$ cat src/hw/rtl/gtsa_pkg.sv
// Shared types and constants of the generation-tagged slot allocator.
package gtsa_pkg;

   localparam int IDX_W = 8;
   localparam int GEN_W = 16;

   localparam logic        ACTION_CLAIM   = 1'b0;
   localparam logic        ACTION_DONE    = 1'b1;

   localparam logic [2:0]  STATUS_CLAIMED     = 3'd0;
   localparam logic [2:0]  STATUS_NO_SLOT     = 3'd1;
   localparam logic [2:0]  STATUS_NO_LISTENER = 3'd2;
   localparam logic [2:0]  STATUS_FREED       = 3'd3;
   localparam logic [2:0]  STATUS_INVALID     = 3'd4;
   localparam logic [2:0]  STATUS_STALE       = 3'd5;

   localparam logic        CSR_SLOTS_IN_USE     = 1'b0;
   localparam logic        CSR_LISTENER_PRESENT = 1'b1;

   localparam logic [31:0] HANDLE_INVALID = 32'hffff_ffff;

   typedef struct packed {
      logic        action;
      logic [5:0]  voice;
      logic [31:0] handle_in;
   } req_type;

   typedef struct packed {
      logic [31:0] handle_out;
      logic [5:0]  slot_index;
      logic [2:0]  status;
      logic        notify;
   } rsp_type;

   typedef struct packed {
      logic [IDX_W-1:0] rd_addr;
      logic             wr_en;
      logic [IDX_W-1:0] wr_addr;
      logic [5:0]       wr_owner;
      logic [GEN_W-1:0] wr_gen;
      logic             set_active;
      logic             clr_active;
      logic [IDX_W-1:0] act_addr;
   } slot_cmd_type;

   typedef struct packed {
      logic             active;
      logic [5:0]       owner;
      logic [GEN_W-1:0] gen;
   } slot_rsp_type;

   typedef struct packed {
      logic [IDX_W-1:0] rd_addr;
      logic             wr_en;
      logic [IDX_W-1:0] wr_addr;
      logic [IDX_W-1:0] wr_slot;
      logic             clr_en;
      logic [IDX_W-1:0] clr_addr;
   } map_cmd_type;

   typedef struct packed {
      logic             valid;
      logic [IDX_W-1:0] slot;
   } map_rsp_type;

   typedef enum logic [3:0] {
      ST_IDLE,
      ST_REL,
      ST_GEN_TRY,
      ST_GEN_SCAN,
      ST_CLAIM_WR,
      ST_CLAIM_NONE,
      ST_DONE_MAP,
      ST_DONE_SLOT,
      ST_DONE_CHECK
   } state_type;

endpackage

$ cat src/hw/rtl/gtsa_slot_store.sv
// Slot store: owner and generation memory plus per-slot active flags.
module gtsa_slot_store
   import gtsa_pkg::*;
#(
   parameter int NUM_SLOTS = 64
) (
   input  logic         clock,
   input  logic         reset,
   input  slot_cmd_type cmd,
   output slot_rsp_type rsp
);

   localparam int SW = (NUM_SLOTS > 1) ? $clog2(NUM_SLOTS) : 1;

   logic [5+GEN_W:0]     mem_ff [NUM_SLOTS];
   logic [5+GEN_W:0]     rd_data_ff;
   logic [SW-1:0]        rd_addr_ff;
   logic [NUM_SLOTS-1:0] active_ff;

   always_ff @(posedge clock) begin
      if (cmd.wr_en) begin
         mem_ff[SW'(cmd.wr_addr)] <= {cmd.wr_owner, cmd.wr_gen};
      end
      rd_data_ff <= mem_ff[SW'(cmd.rd_addr)];
      rd_addr_ff <= SW'(cmd.rd_addr);
   end

   always_ff @(posedge clock) begin
      if (reset) begin
         active_ff <= '0;
      end else if (cmd.set_active) begin
         active_ff[SW'(cmd.act_addr)] <= 1'b1;
      end else if (cmd.clr_active) begin
         active_ff[SW'(cmd.act_addr)] <= 1'b0;
      end
   end

   assign rsp.active = active_ff[rd_addr_ff];
   assign rsp.owner  = rd_data_ff[5+GEN_W:GEN_W];
   assign rsp.gen    = rd_data_ff[GEN_W-1:0];

endmodule

$ cat src/hw/rtl/gtsa_voice_map.sv
// Voice map: voice to slot memory with per-voice valid flags.
module gtsa_voice_map
   import gtsa_pkg::*;
#(
   parameter int NUM_VOICES = 64,
   parameter int NUM_SLOTS  = 64
) (
   input  logic        clock,
   input  logic        reset,
   input  map_cmd_type cmd,
   output map_rsp_type rsp
);

   localparam int SW = (NUM_SLOTS > 1) ? $clog2(NUM_SLOTS) : 1;
   localparam int VW = (NUM_VOICES > 1) ? $clog2(NUM_VOICES) : 1;

   logic [SW-1:0]         mem_ff [NUM_VOICES];
   logic [SW-1:0]         rd_data_ff;
   logic [VW-1:0]         rd_addr_ff;
   logic [NUM_VOICES-1:0] valid_ff;

   always_ff @(posedge clock) begin
      if (cmd.wr_en) begin
         mem_ff[VW'(cmd.wr_addr)] <= SW'(cmd.wr_slot);
      end
      rd_data_ff <= mem_ff[VW'(cmd.rd_addr)];
      rd_addr_ff <= VW'(cmd.rd_addr);
   end

   always_ff @(posedge clock) begin
      if (reset) begin
         valid_ff <= '0;
      end else if (cmd.wr_en) begin
         valid_ff[VW'(cmd.wr_addr)] <= 1'b1;
      end else if (cmd.clr_en) begin
         valid_ff[VW'(cmd.clr_addr)] <= 1'b0;
      end
   end

   assign rsp.valid = valid_ff[rd_addr_ff];
   assign rsp.slot  = IDX_W'(rd_data_ff);

endmodule

$ cat src/hw/rtl/gtsa_ctrl.sv
// Sequencer: release scan, generation search, done lookup and result register.
module gtsa_ctrl
   import gtsa_pkg::*;
#(
   parameter int NUM_VOICES = 64,
   parameter int NUM_SLOTS  = 64
) (
   input  logic         clock,
   input  logic         reset,
   input  logic         start,
   output logic         busy,
   input  req_type      req_data,
   input  logic [6:0]   slots_in_use,
   input  logic         listener_present,
   output slot_cmd_type slot_cmd,
   input  slot_rsp_type slot_rsp,
   output map_cmd_type  map_cmd,
   input  map_rsp_type  map_rsp,
   output logic         rsp_strobe,
   output rsp_type      rsp_data
);

   localparam int SW = (NUM_SLOTS > 1) ? $clog2(NUM_SLOTS) : 1;

   state_type        state_ff, state_in;
   req_type          req_ff;
   rsp_type          rsp_ff, rsp_in;
   logic             rsp_valid_ff, rsp_load;
   logic [SW-1:0]    cnt_ff, cnt_in;
   logic             issue_ff, issue_in;
   logic             cmp_v_ff, cmp_v_in;
   logic [SW-1:0]    cmp_idx_ff, cmp_idx_in;
   logic             found_ff;
   logic [SW-1:0]    sb_ff;
   logic [GEN_W-1:0] gen_ff;
   logic [GEN_W-1:0] next_gen_ff;
   logic             scan_start, scan_stop;
   logic             accept;
   logic [8:0]       lim, lim_last;
   logic             in_voice_ok, in_handle_ok;
   logic             owner_match, hit, freeable, last_cmp, clash, gen_match, owner_ok;

   assign lim      = (9'(slots_in_use) > 9'(NUM_SLOTS)) ? 9'(NUM_SLOTS) : 9'(slots_in_use);
   assign lim_last = lim - 9'd1;

   assign busy   = (state_ff != ST_IDLE);
   assign accept = start && !busy;

   assign in_voice_ok  = 9'(req_data.voice) < 9'(NUM_VOICES);
   assign in_handle_ok = (req_data.handle_in != HANDLE_INVALID)
                         && (9'(req_data.handle_in[7:0]) < 9'(NUM_VOICES));

   assign owner_match = (slot_rsp.owner == req_ff.voice);
   assign hit         = cmp_v_ff && slot_rsp.active && owner_match;
   assign freeable    = cmp_v_ff && (!slot_rsp.active || owner_match);
   assign last_cmp    = cmp_v_ff && (9'(cmp_idx_ff) == lim_last);
   assign clash       = cmp_v_ff && (cmp_idx_ff != sb_ff) && slot_rsp.active
                        && (slot_rsp.gen == gen_ff);
   assign gen_match   = (slot_rsp.gen == req_ff.handle_in[8+GEN_W-1:8]);
   assign owner_ok    = 9'(slot_rsp.owner) < 9'(NUM_VOICES);

   always_comb begin
      state_in = state_ff;
      case (state_ff)
         ST_IDLE: begin
            if (accept) begin
               if (req_data.action == ACTION_CLAIM) begin
                  if (in_voice_ok) begin
                     state_in = (lim == 9'd0) ? ST_CLAIM_NONE : ST_REL;
                  end
               end else if (in_handle_ok) begin
                  state_in = ST_DONE_MAP;
               end
            end
         end
         ST_REL: begin
            if (last_cmp) begin
               state_in = (found_ff || freeable) ? ST_GEN_TRY : ST_CLAIM_NONE;
            end
         end
         ST_GEN_TRY: state_in = ST_GEN_SCAN;
         ST_GEN_SCAN: begin
            if (clash) begin
               state_in = ST_GEN_TRY;
            end else if (last_cmp) begin
               state_in = ST_CLAIM_WR;
            end
         end
         ST_CLAIM_WR:   state_in = ST_IDLE;
         ST_CLAIM_NONE: state_in = ST_IDLE;
         ST_DONE_MAP:   state_in = ST_DONE_SLOT;
         ST_DONE_SLOT:  state_in = map_rsp.valid ? ST_DONE_CHECK : ST_IDLE;
         ST_DONE_CHECK: state_in = ST_IDLE;
         default:       state_in = ST_IDLE;
      endcase
   end

   always_comb begin
      slot_cmd   = '0;
      map_cmd    = '0;
      rsp_load   = 1'b0;
      rsp_in     = '{handle_out: HANDLE_INVALID, slot_index: 6'd0,
                     status: STATUS_NO_SLOT, notify: 1'b0};
      scan_start = 1'b0;
      scan_stop  = 1'b0;
      case (state_ff)
         ST_IDLE: begin
            if (accept) begin
               if (req_data.action == ACTION_CLAIM) begin
                  if (in_voice_ok) begin
                     scan_start = (lim != 9'd0);
                  end else begin
                     rsp_load = 1'b1;
                  end
               end else if (!in_handle_ok) begin
                  rsp_load          = 1'b1;
                  rsp_in.handle_out = req_data.handle_in;
                  rsp_in.status     = STATUS_INVALID;
               end
            end
         end
         ST_REL: begin
            slot_cmd.rd_addr    = IDX_W'(cnt_ff);
            slot_cmd.clr_active = hit;
            slot_cmd.act_addr   = IDX_W'(cmp_idx_ff);
         end
         ST_GEN_TRY: begin
            scan_start = 1'b1;
         end
         ST_GEN_SCAN: begin
            slot_cmd.rd_addr = IDX_W'(cnt_ff);
            scan_stop        = clash;
         end
         ST_CLAIM_WR: begin
            slot_cmd.wr_en      = 1'b1;
            slot_cmd.wr_addr    = IDX_W'(sb_ff);
            slot_cmd.wr_owner   = req_ff.voice;
            slot_cmd.wr_gen     = gen_ff;
            slot_cmd.set_active = 1'b1;
            slot_cmd.act_addr   = IDX_W'(sb_ff);
            map_cmd.wr_en       = 1'b1;
            map_cmd.wr_addr     = IDX_W'(req_ff.voice);
            map_cmd.wr_slot     = IDX_W'(sb_ff);
            rsp_load            = 1'b1;
            rsp_in.slot_index   = 6'(sb_ff);
            if (listener_present) begin
               rsp_in.handle_out = {8'h00, gen_ff, 2'b00, req_ff.voice};
               rsp_in.status     = STATUS_CLAIMED;
               rsp_in.notify     = 1'b1;
            end else begin
               rsp_in.status     = STATUS_NO_LISTENER;
            end
         end
         ST_CLAIM_NONE: begin
            map_cmd.clr_en   = 1'b1;
            map_cmd.clr_addr = IDX_W'(req_ff.voice);
            rsp_load         = 1'b1;
         end
         ST_DONE_MAP: begin
            map_cmd.rd_addr = req_ff.handle_in[IDX_W-1:0];
         end
         ST_DONE_SLOT: begin
            slot_cmd.rd_addr = map_rsp.slot;
            if (!map_rsp.valid) begin
               rsp_load          = 1'b1;
               rsp_in.handle_out = req_ff.handle_in;
               rsp_in.status     = STATUS_INVALID;
            end
         end
         ST_DONE_CHECK: begin
            rsp_load          = 1'b1;
            rsp_in.handle_out = req_ff.handle_in;
            if (gen_match) begin
               slot_cmd.clr_active = 1'b1;
               slot_cmd.act_addr   = IDX_W'(sb_ff);
               map_cmd.clr_en      = owner_ok;
               map_cmd.clr_addr    = IDX_W'(slot_rsp.owner);
               rsp_in.slot_index   = 6'(sb_ff);
               rsp_in.status       = STATUS_FREED;
               rsp_in.notify       = listener_present;
            end else begin
               rsp_in.status       = STATUS_STALE;
            end
         end
         default: begin
            rsp_load = 1'b0;
         end
      endcase
   end

   always_comb begin
      cnt_in     = cnt_ff;
      issue_in   = 1'b0;
      cmp_v_in   = 1'b0;
      cmp_idx_in = cmp_idx_ff;
      if (scan_start) begin
         cnt_in   = '0;
         issue_in = 1'b1;
      end else if (!scan_stop && (state_ff == ST_REL || state_ff == ST_GEN_SCAN)) begin
         cmp_v_in   = issue_ff;
         cmp_idx_in = cnt_ff;
         if (issue_ff) begin
            cnt_in   = cnt_ff + SW'(1);
            issue_in = (9'(cnt_ff) != lim_last);
         end
      end
   end

   always_ff @(posedge clock) begin
      if (reset) begin
         state_ff     <= ST_IDLE;
         rsp_valid_ff <= 1'b0;
         issue_ff     <= 1'b0;
         cmp_v_ff     <= 1'b0;
         found_ff     <= 1'b0;
         next_gen_ff  <= '0;
      end else begin
         state_ff     <= state_in;
         rsp_valid_ff <= rsp_load;
         issue_ff     <= issue_in;
         cmp_v_ff     <= cmp_v_in;
         if (accept) begin
            found_ff <= 1'b0;
         end else if (state_ff == ST_REL && freeable) begin
            found_ff <= 1'b1;
         end
         if (state_ff == ST_GEN_TRY) begin
            next_gen_ff <= next_gen_ff + 16'd1;
         end
      end
   end

   always_ff @(posedge clock) begin
      cnt_ff     <= cnt_in;
      cmp_idx_ff <= cmp_idx_in;
      if (accept) begin
         req_ff <= req_data;
      end
      if (rsp_load) begin
         rsp_ff <= rsp_in;
      end
      if (state_ff == ST_GEN_TRY) begin
         gen_ff <= next_gen_ff;
      end
      if (state_ff == ST_REL && freeable && !found_ff) begin
         sb_ff <= cmp_idx_ff;
      end else if (state_ff == ST_DONE_SLOT) begin
         sb_ff <= SW'(map_rsp.slot);
      end
   end

   assign rsp_strobe = rsp_valid_ff;
   assign rsp_data   = rsp_ff;

   a_idle_on_result: assert property (@(posedge clock) disable iff (reset)
      rsp_valid_ff |-> (state_ff == ST_IDLE))
      else $error("result strobe while sequencer busy");

   a_finish_gives_result: assert property (@(posedge clock) disable iff (reset)
      (state_ff != ST_IDLE) && (state_in == ST_IDLE) |=> rsp_valid_ff)
      else $error("item finished without a result");

   a_cmp_below_limit: assert property (@(posedge clock) disable iff (reset)
      cmp_v_ff |-> (9'(cmp_idx_ff) < lim))
      else $error("scan compare beyond slot limit");

   a_claim_has_slot: assert property (@(posedge clock) disable iff (reset)
      (state_ff == ST_GEN_TRY) || (state_ff == ST_CLAIM_WR) |-> found_ff)
      else $error("generation search without a chosen slot");

   a_gen_counter_hold: assert property (@(posedge clock) disable iff (reset)
      (state_ff != ST_GEN_TRY) |=> $stable(next_gen_ff))
      else $error("generation counter moved outside a try");

endmodule

$ cat src/hw/rtl/generation_tagged_slot_allocator.sv
// Top level of the generation-tagged slot allocator: CSRs, slot store, voice map, sequencer.
//
//   channel   ports                                     direction  handshake
//   req       start, busy, req_data                     in         start & !busy
//   rsp       rsp_strobe, rsp_data                      out        strobe, one cycle
//   csr       csr_valid, csr_ready, csr_index, csr_wdata in        valid & ready
//
// Done: an invalid handle is answered from idle; else the voice map is read, then the slot
// store unless unmapped. Claim: a release scan over the L effective slots, then generation
// tries, each rescanning them (a clash ends a try early); no free slot or L = 0 skips tries.
// Reset is synchronous and clears the active flags, voice map valid flags, generation
// counter and CSRs. The result strobes in the first cycle with busy low and cannot be
// held off; the next item may start in that same cycle.
module generation_tagged_slot_allocator
   import gtsa_pkg::*;
#(
   parameter int NUM_VOICES = 64,
   parameter int NUM_SLOTS  = 64
) (
   input  logic       clock,
   input  logic       reset,
   input  logic       start,
   output logic       busy,
   input  req_type    req_data,
   output logic       rsp_strobe,
   output rsp_type    rsp_data,
   input  logic       csr_valid,
   output logic       csr_ready,
   input  logic       csr_index,
   input  logic [6:0] csr_wdata
);

   logic [6:0]   slots_in_use_ff;
   logic         listener_present_ff;
   slot_cmd_type slot_cmd;
   slot_rsp_type slot_rsp;
   map_cmd_type  map_cmd;
   map_rsp_type  map_rsp;

   assign csr_ready = !busy;

   always_ff @(posedge clock) begin
      if (reset) begin
         slots_in_use_ff     <= '0;
         listener_present_ff <= 1'b0;
      end else if (csr_valid && csr_ready) begin
         case (csr_index)
            CSR_SLOTS_IN_USE:     slots_in_use_ff     <= csr_wdata;
            CSR_LISTENER_PRESENT: listener_present_ff <= csr_wdata[0];
            default:              slots_in_use_ff     <= slots_in_use_ff;
         endcase
      end
   end

   gtsa_slot_store #(
      .NUM_SLOTS (NUM_SLOTS)
   ) u_slot_store (
      .clock (clock),
      .reset (reset),
      .cmd   (slot_cmd),
      .rsp   (slot_rsp)
   );

   gtsa_voice_map #(
      .NUM_VOICES (NUM_VOICES),
      .NUM_SLOTS  (NUM_SLOTS)
   ) u_voice_map (
      .clock (clock),
      .reset (reset),
      .cmd   (map_cmd),
      .rsp   (map_rsp)
   );

   gtsa_ctrl #(
      .NUM_VOICES (NUM_VOICES),
      .NUM_SLOTS  (NUM_SLOTS)
   ) u_ctrl (
      .clock            (clock),
      .reset            (reset),
      .start            (start),
      .busy             (busy),
      .req_data         (req_data),
      .slots_in_use     (slots_in_use_ff),
      .listener_present (listener_present_ff),
      .slot_cmd         (slot_cmd),
      .slot_rsp         (slot_rsp),
      .map_cmd          (map_cmd),
      .map_rsp          (map_rsp),
      .rsp_strobe       (rsp_strobe),
      .rsp_data         (rsp_data)
   );

endmodule
$ cat config.mk
export PLATFORM = sky130hd
export DESIGN_NAME = generation_tagged_slot_allocator
export DESIGN_NICKNAME = d
export VERILOG_FILES = /design/src/hw/rtl/gtsa_pkg.sv /design/src/hw/rtl/gtsa_slot_store.sv /design/src/hw/rtl/gtsa_voice_map.sv /design/src/hw/rtl/gtsa_ctrl.sv /design/src/hw/rtl/generation_tagged_slot_allocator.sv
export SDC_FILE = /design/constraint.sdc
export NUM_CORES = 2
export LEC_CHECK = 0
export ABC_AREA = 0
export ABC_CLOCK_PERIOD_IN_PS = 11450
export BUFFER_PORTS_ARGS = -buffer_cell sky130_fd_sc_hd__buf_2
export CAP_MARGIN = 20
export CORE_AREA = 2 2 416 418
export CTS_CLUSTER_SIZE = 16
export DETAILED_ROUTE_END_ITERATION = 6
export DIE_AREA = 0 0 418 420
export PLACE_DENSITY = 0.65
export SYNTH_ARGS = -nofsm -noshare
export SYNTH_HDL_FRONTEND = slang
export SYNTH_SLANG_ARGS = --single-unit
$ cat constraint.sdc
create_clock -name clock -period 11.45 [get_ports clock]
set_input_delay 1.145 -clock clock [delete_from_list [all_inputs] [get_ports clock]]
set_output_delay 1.145 -clock clock [all_outputs]
set_load 0.1 [all_outputs]
==> metrics.cfg <==
[setup_path]
slowest_stage = a2111oi_1
cp-end-kind = flip-flop
cp_common_cell = buf_4
rr_worst_depth = 11
critPathLaunchType = flip-flop
reg2reg_from = u_ctrl.state_ff[2]$_SDFFE_PP0P_
cp.required_ps = 12230
cp-startpoint = u_ctrl.state_ff[2]$_SDFFE_PP0P_
slowest_delay_ps = 1150
r2r_end = u_slot_store.rd_data_ff[0]$_DFF_P_
path_cells = clkinv_1 -> nor2_1 -> a22oi_1 -> nor2_4 -> buf_4 -> buf_4 -> buf_4 -> a31oi_1 -> a2111oi_1 -> o21ai_0 -> nand2_1
crit_end = u_slot_store.rd_data_ff[0]$_DFF_P_
crit_type = flip-flop to flip-flop
rrSetupSlack_ps = 5890
crit_fanout = 58
crit_arrival_ps = 6330

[sta]
final_hold_viol_count = 0
max_freq_mhz = 180
rsz0062_at_grt = false
finalClockSkew_ps = 73.3
fin_ws_ps = 5890
tns_ps = 0
worstMarginPinSlew_ps = 1340
slew_headroom_pct = 10.6
period_minus_slack_ps = 5560
fin_crit_sh_pct = 48.5
setup_violations = 0
finalMaxSlewViolations = 0

[logic_synthesis]
ys_seq_area_share_pct = 71.9
syn_nets = 6660
synthArstFlopShare_pct = 0
ys_types = 81
ys_ff_latch = 2106
synth.most_common_cell = edfxtp_1
synth_top_cell_area_share_pct = 67.0
synth_edf_count = 1900
synthesis.area_mm2 = 0.0851
synth_ff_type = edfxtp_1
synthTopCellsByCount = 1900 x edfxtp_1, 1693 x nand2_1, 656 x nand3_1, 311 x clkbuf_1, 273 x nor2_1
avgSynthCellArea_um2 = 12.9
netlist_top_cells_area = edfxtp_1 67%, nand2_1 7.5%, dfxtp_1 4.8%, nand3_1 3.9%, a311oi_1 1.9%
synth_cells = 6606
yosys.area.top_type = edfxtp_1
yosysWarnings = 0

[route]
firstDrtPassIters = 7
postRouteAntennaNets = 0
dr.first_iter.drc_count = 6915
post-route-drc-count = 2
viasPerCell = 6.17
routedWlPerCell_um = 26.8
routed_wl_um = 242000
via_count = 55700

[power_and_ir_drop]
power_mw = 18.6
seqPwrFrac_pct = 49.7
power.static_leakage_nw = 32.2
peakVddDrop_uv = 197
p_comb_share_pct = 14.9
swShare_pct = 28.3
p_sw_mw = 5.27
p_int_mw = 13.3
clockPowerShare_pct = 35.4
p_per_area_mw_per_mm2 = 196

[worst_hold_path]
hp-class = flip-flop to flip-flop

[final_layout]
fill_cells = 13700
nets = 6672
syn2layout_area_growth_pct = 11.4
drive_above_1_share_pct = 11.4
multi_input_area_mm2 = 0.0222
seqCellArea_mm2 = 0.0612
fin_area_mm2 = 0.0948

[floorplan]
io_pins = 96
core_mm2 = 0.171
initial_core_util_pct = 49.8
die_h_um = 420
row_count = 152
die_area_mm2 = 0.176
die_w_um = 418

[global_route]
grt.total_usage_pct = 27.1
grt_pass1_wl_um = 352000
antenna_found_initial = 10
first_global_vias = 52800
overflow = 0
grt_max_degree = 182

[clock_tree]
clockRootBuffer = clkbuf_16
ctsResizeCount = 0
clockBufferDepth = 3
clk_pin_slew_ps = 60
h-tree-depth = 4
clk_latency_ps = 840
cts_buffers = 206
cts_tree = done
cts_hold_buf = 0
post_cts_buffers = 0
clock-sinks = 2106

[status]
violations = design-rule violations
status = finished, violations left

[placed_design]
place_area_mm2 = 0.0882
port_buffers = 95
post-place-ws_ps = 6010
hpwl_um = 137000
gp_congestion = 0.879

[run]
maxCapViolCount = 0

## how the worst min path moves through the flow
stage / from / endpoint / slack [ps] / cells after the start
4_1_cts: req_data[36] / u_ctrl.req_ff[36]$_DFFE_PP_ / 420 / 1
3_5_place_dp: flip-flop / flip-flop / 450 / 2
6_report: flip-flop / flip-flop / 460 / 2
5_1_grt: req_data[36] / u_ctrl.req_ff[36]$_DFFE_PP_ / 460 / 1
3_3_place_gp: flip-flop / flip-flop / 440 / 2
2_1_floorplan: u_ctrl.cnt_ff[2]$_SDFFE_PP0P_ / u_ctrl.cmp_idx_ff[2]$_DFFE_PP_ / 410 / 0
## registers in the layout, indices dropped and copies added (netlist names), named ones only
signal,cells
u_slot_store.mem_ff,1408
u_ctrl.gen_ff,16
u_ctrl.next_gen_ff,16
u_ctrl.cmp_idx_ff,6
u_ctrl.req_ff,38
u_ctrl.cmp_v_ff,1
u_ctrl.rsp_strobe,1
u_ctrl.rsp_data,42
u_slot_store.rd_data_ff,22
u_ctrl.cnt_ff,6
slots_in_use_ff,7
u_voice_map.rd_addr_ff,6
u_voice_map.valid_ff,64
u_ctrl.sb_ff,6
u_voice_map.rd_data_ff,6
u_ctrl.state_ff,4
u_ctrl.found_ff,1
u_slot_store.rd_addr_ff,6
u_voice_map.mem_ff,384
u_ctrl.issue_ff,1
listener_present_ff,1
## final cells by class
cell class / count / share of cell area [%]
Clock buffer: 284 / 5.96
Inverter: 37 / 0.165
Multi-Input combinational cell: 3993 / 23.4
Clock inverter: 96 / 0.926
Sequential cell: 2106 / 64.5
Antenna cell: 4 / 0.0106
Timing Repair Buffer: 274 / 2.02
Tap cell: 2233 / 2.95
## worst max-delay path: cells and delay by family (launching register included)
| kind | cells | cell delay [ps] |
|---|---|---|
| buffers and inverters | 4 | 2390 |
| AO/OA/AOI/OAI | 4 | 1690 |
| AND/OR/NAND/NOR | 3 | 620 |
| flip-flops | 1 | 720 |
## through the flow
stage | cells | util, % | hold WS, ps
5_1_grt | 9027 | 55.5 | 456
2_1_floorplan | 6606 | - | 406
3_3_place_gp | 8618 | 51.5 | 442
3_5_place_dp | 8640 | 51.6 | 452
6_report | 9027 | 55.5 | 462
4_1_cts | 9020 | 55.4 | 423
## cell families after synthesis
logic type               Yosys count  synth area share [%]
AND/OR/NAND/NOR                 2957                  15.1
multiplexers                     132                  2.79
XOR/XNOR                          71                 0.730
AO/OA/AOI/OAI                    830                  6.92
buffers and inverters            507                  2.54
adder cells (fa/ha/maj)            3                0.0441
flip-flops                      2106                  71.9
## power by group through the flow
| stage | Combinational [mW] | Sequential (mW) | Clock (mW) |
|---|---|---|---|
| floorplan | 1.57 | 9.50 | 0 |
| finish | 2.77 | 9.24 | 6.58 |
| detailed placement | 2.75 | 9.39 | 0 |
| global placement | 2.69 | 9.39 | 0 |
| global route | 2.94 | 9.24 | 6.95 |
| CTS | 2.76 | 9.23 | 6.64 |
## layer usage
layer	routed length (um)	global-route usage [%]	up-vias	share of wire, %
li1	-	-	24600	-
met1	93900	35.8	28000	39
met2	117000	44.5	2698	48
met3	20900	4.69	455	8.6
met4	10300	11.1	6	4.3
met5	42	0	-	0.017
## cells in the final DEF (no fill, tap or decap), types with 16 or more instances in the layout
cell | Yosys | final
buf_2 | 92 | 102
clkbuf_16 | 0 | 212
clkbuf_1 | 311 | 64
or4_1 | 17 | 17
dfxtp_1 | 206 | 206
nor2_2 | 1 | 56
nand3_1 | 656 | 656
a2111oi_0 | 44 | 17
o311ai_0 | 27 | 27
mux2i_1 | 45 | 45
nor3_1 | 32 | 30
o21ai_0 | 53 | 52
clkinv_1 | 2 | 49
nor2_1 | 273 | 207
o31ai_1 | 20 | 20
edfxtp_1 | 1900 | 1900
xor2_1 | 27 | 27
a211oi_1 | 112 | 112
a21oi_1 | 186 | 185
clkinv_2 | 0 | 18
inv_1 | 31 | 24
a22oi_1 | 47 | 46
nand2_1 | 1693 | 1689
mux4_2 | 67 | 67
buf_4 | 9 | 158
xnor2_1 | 44 | 44
and3_1 | 146 | 146
or3_1 | 16 | 16
a311oi_1 | 182 | 182
o41ai_1 | 26 | 26
a31oi_1 | 96 | 96
and2_2 | 0 | 22
No activity file was read; power rests on OpenSTA's default activity.
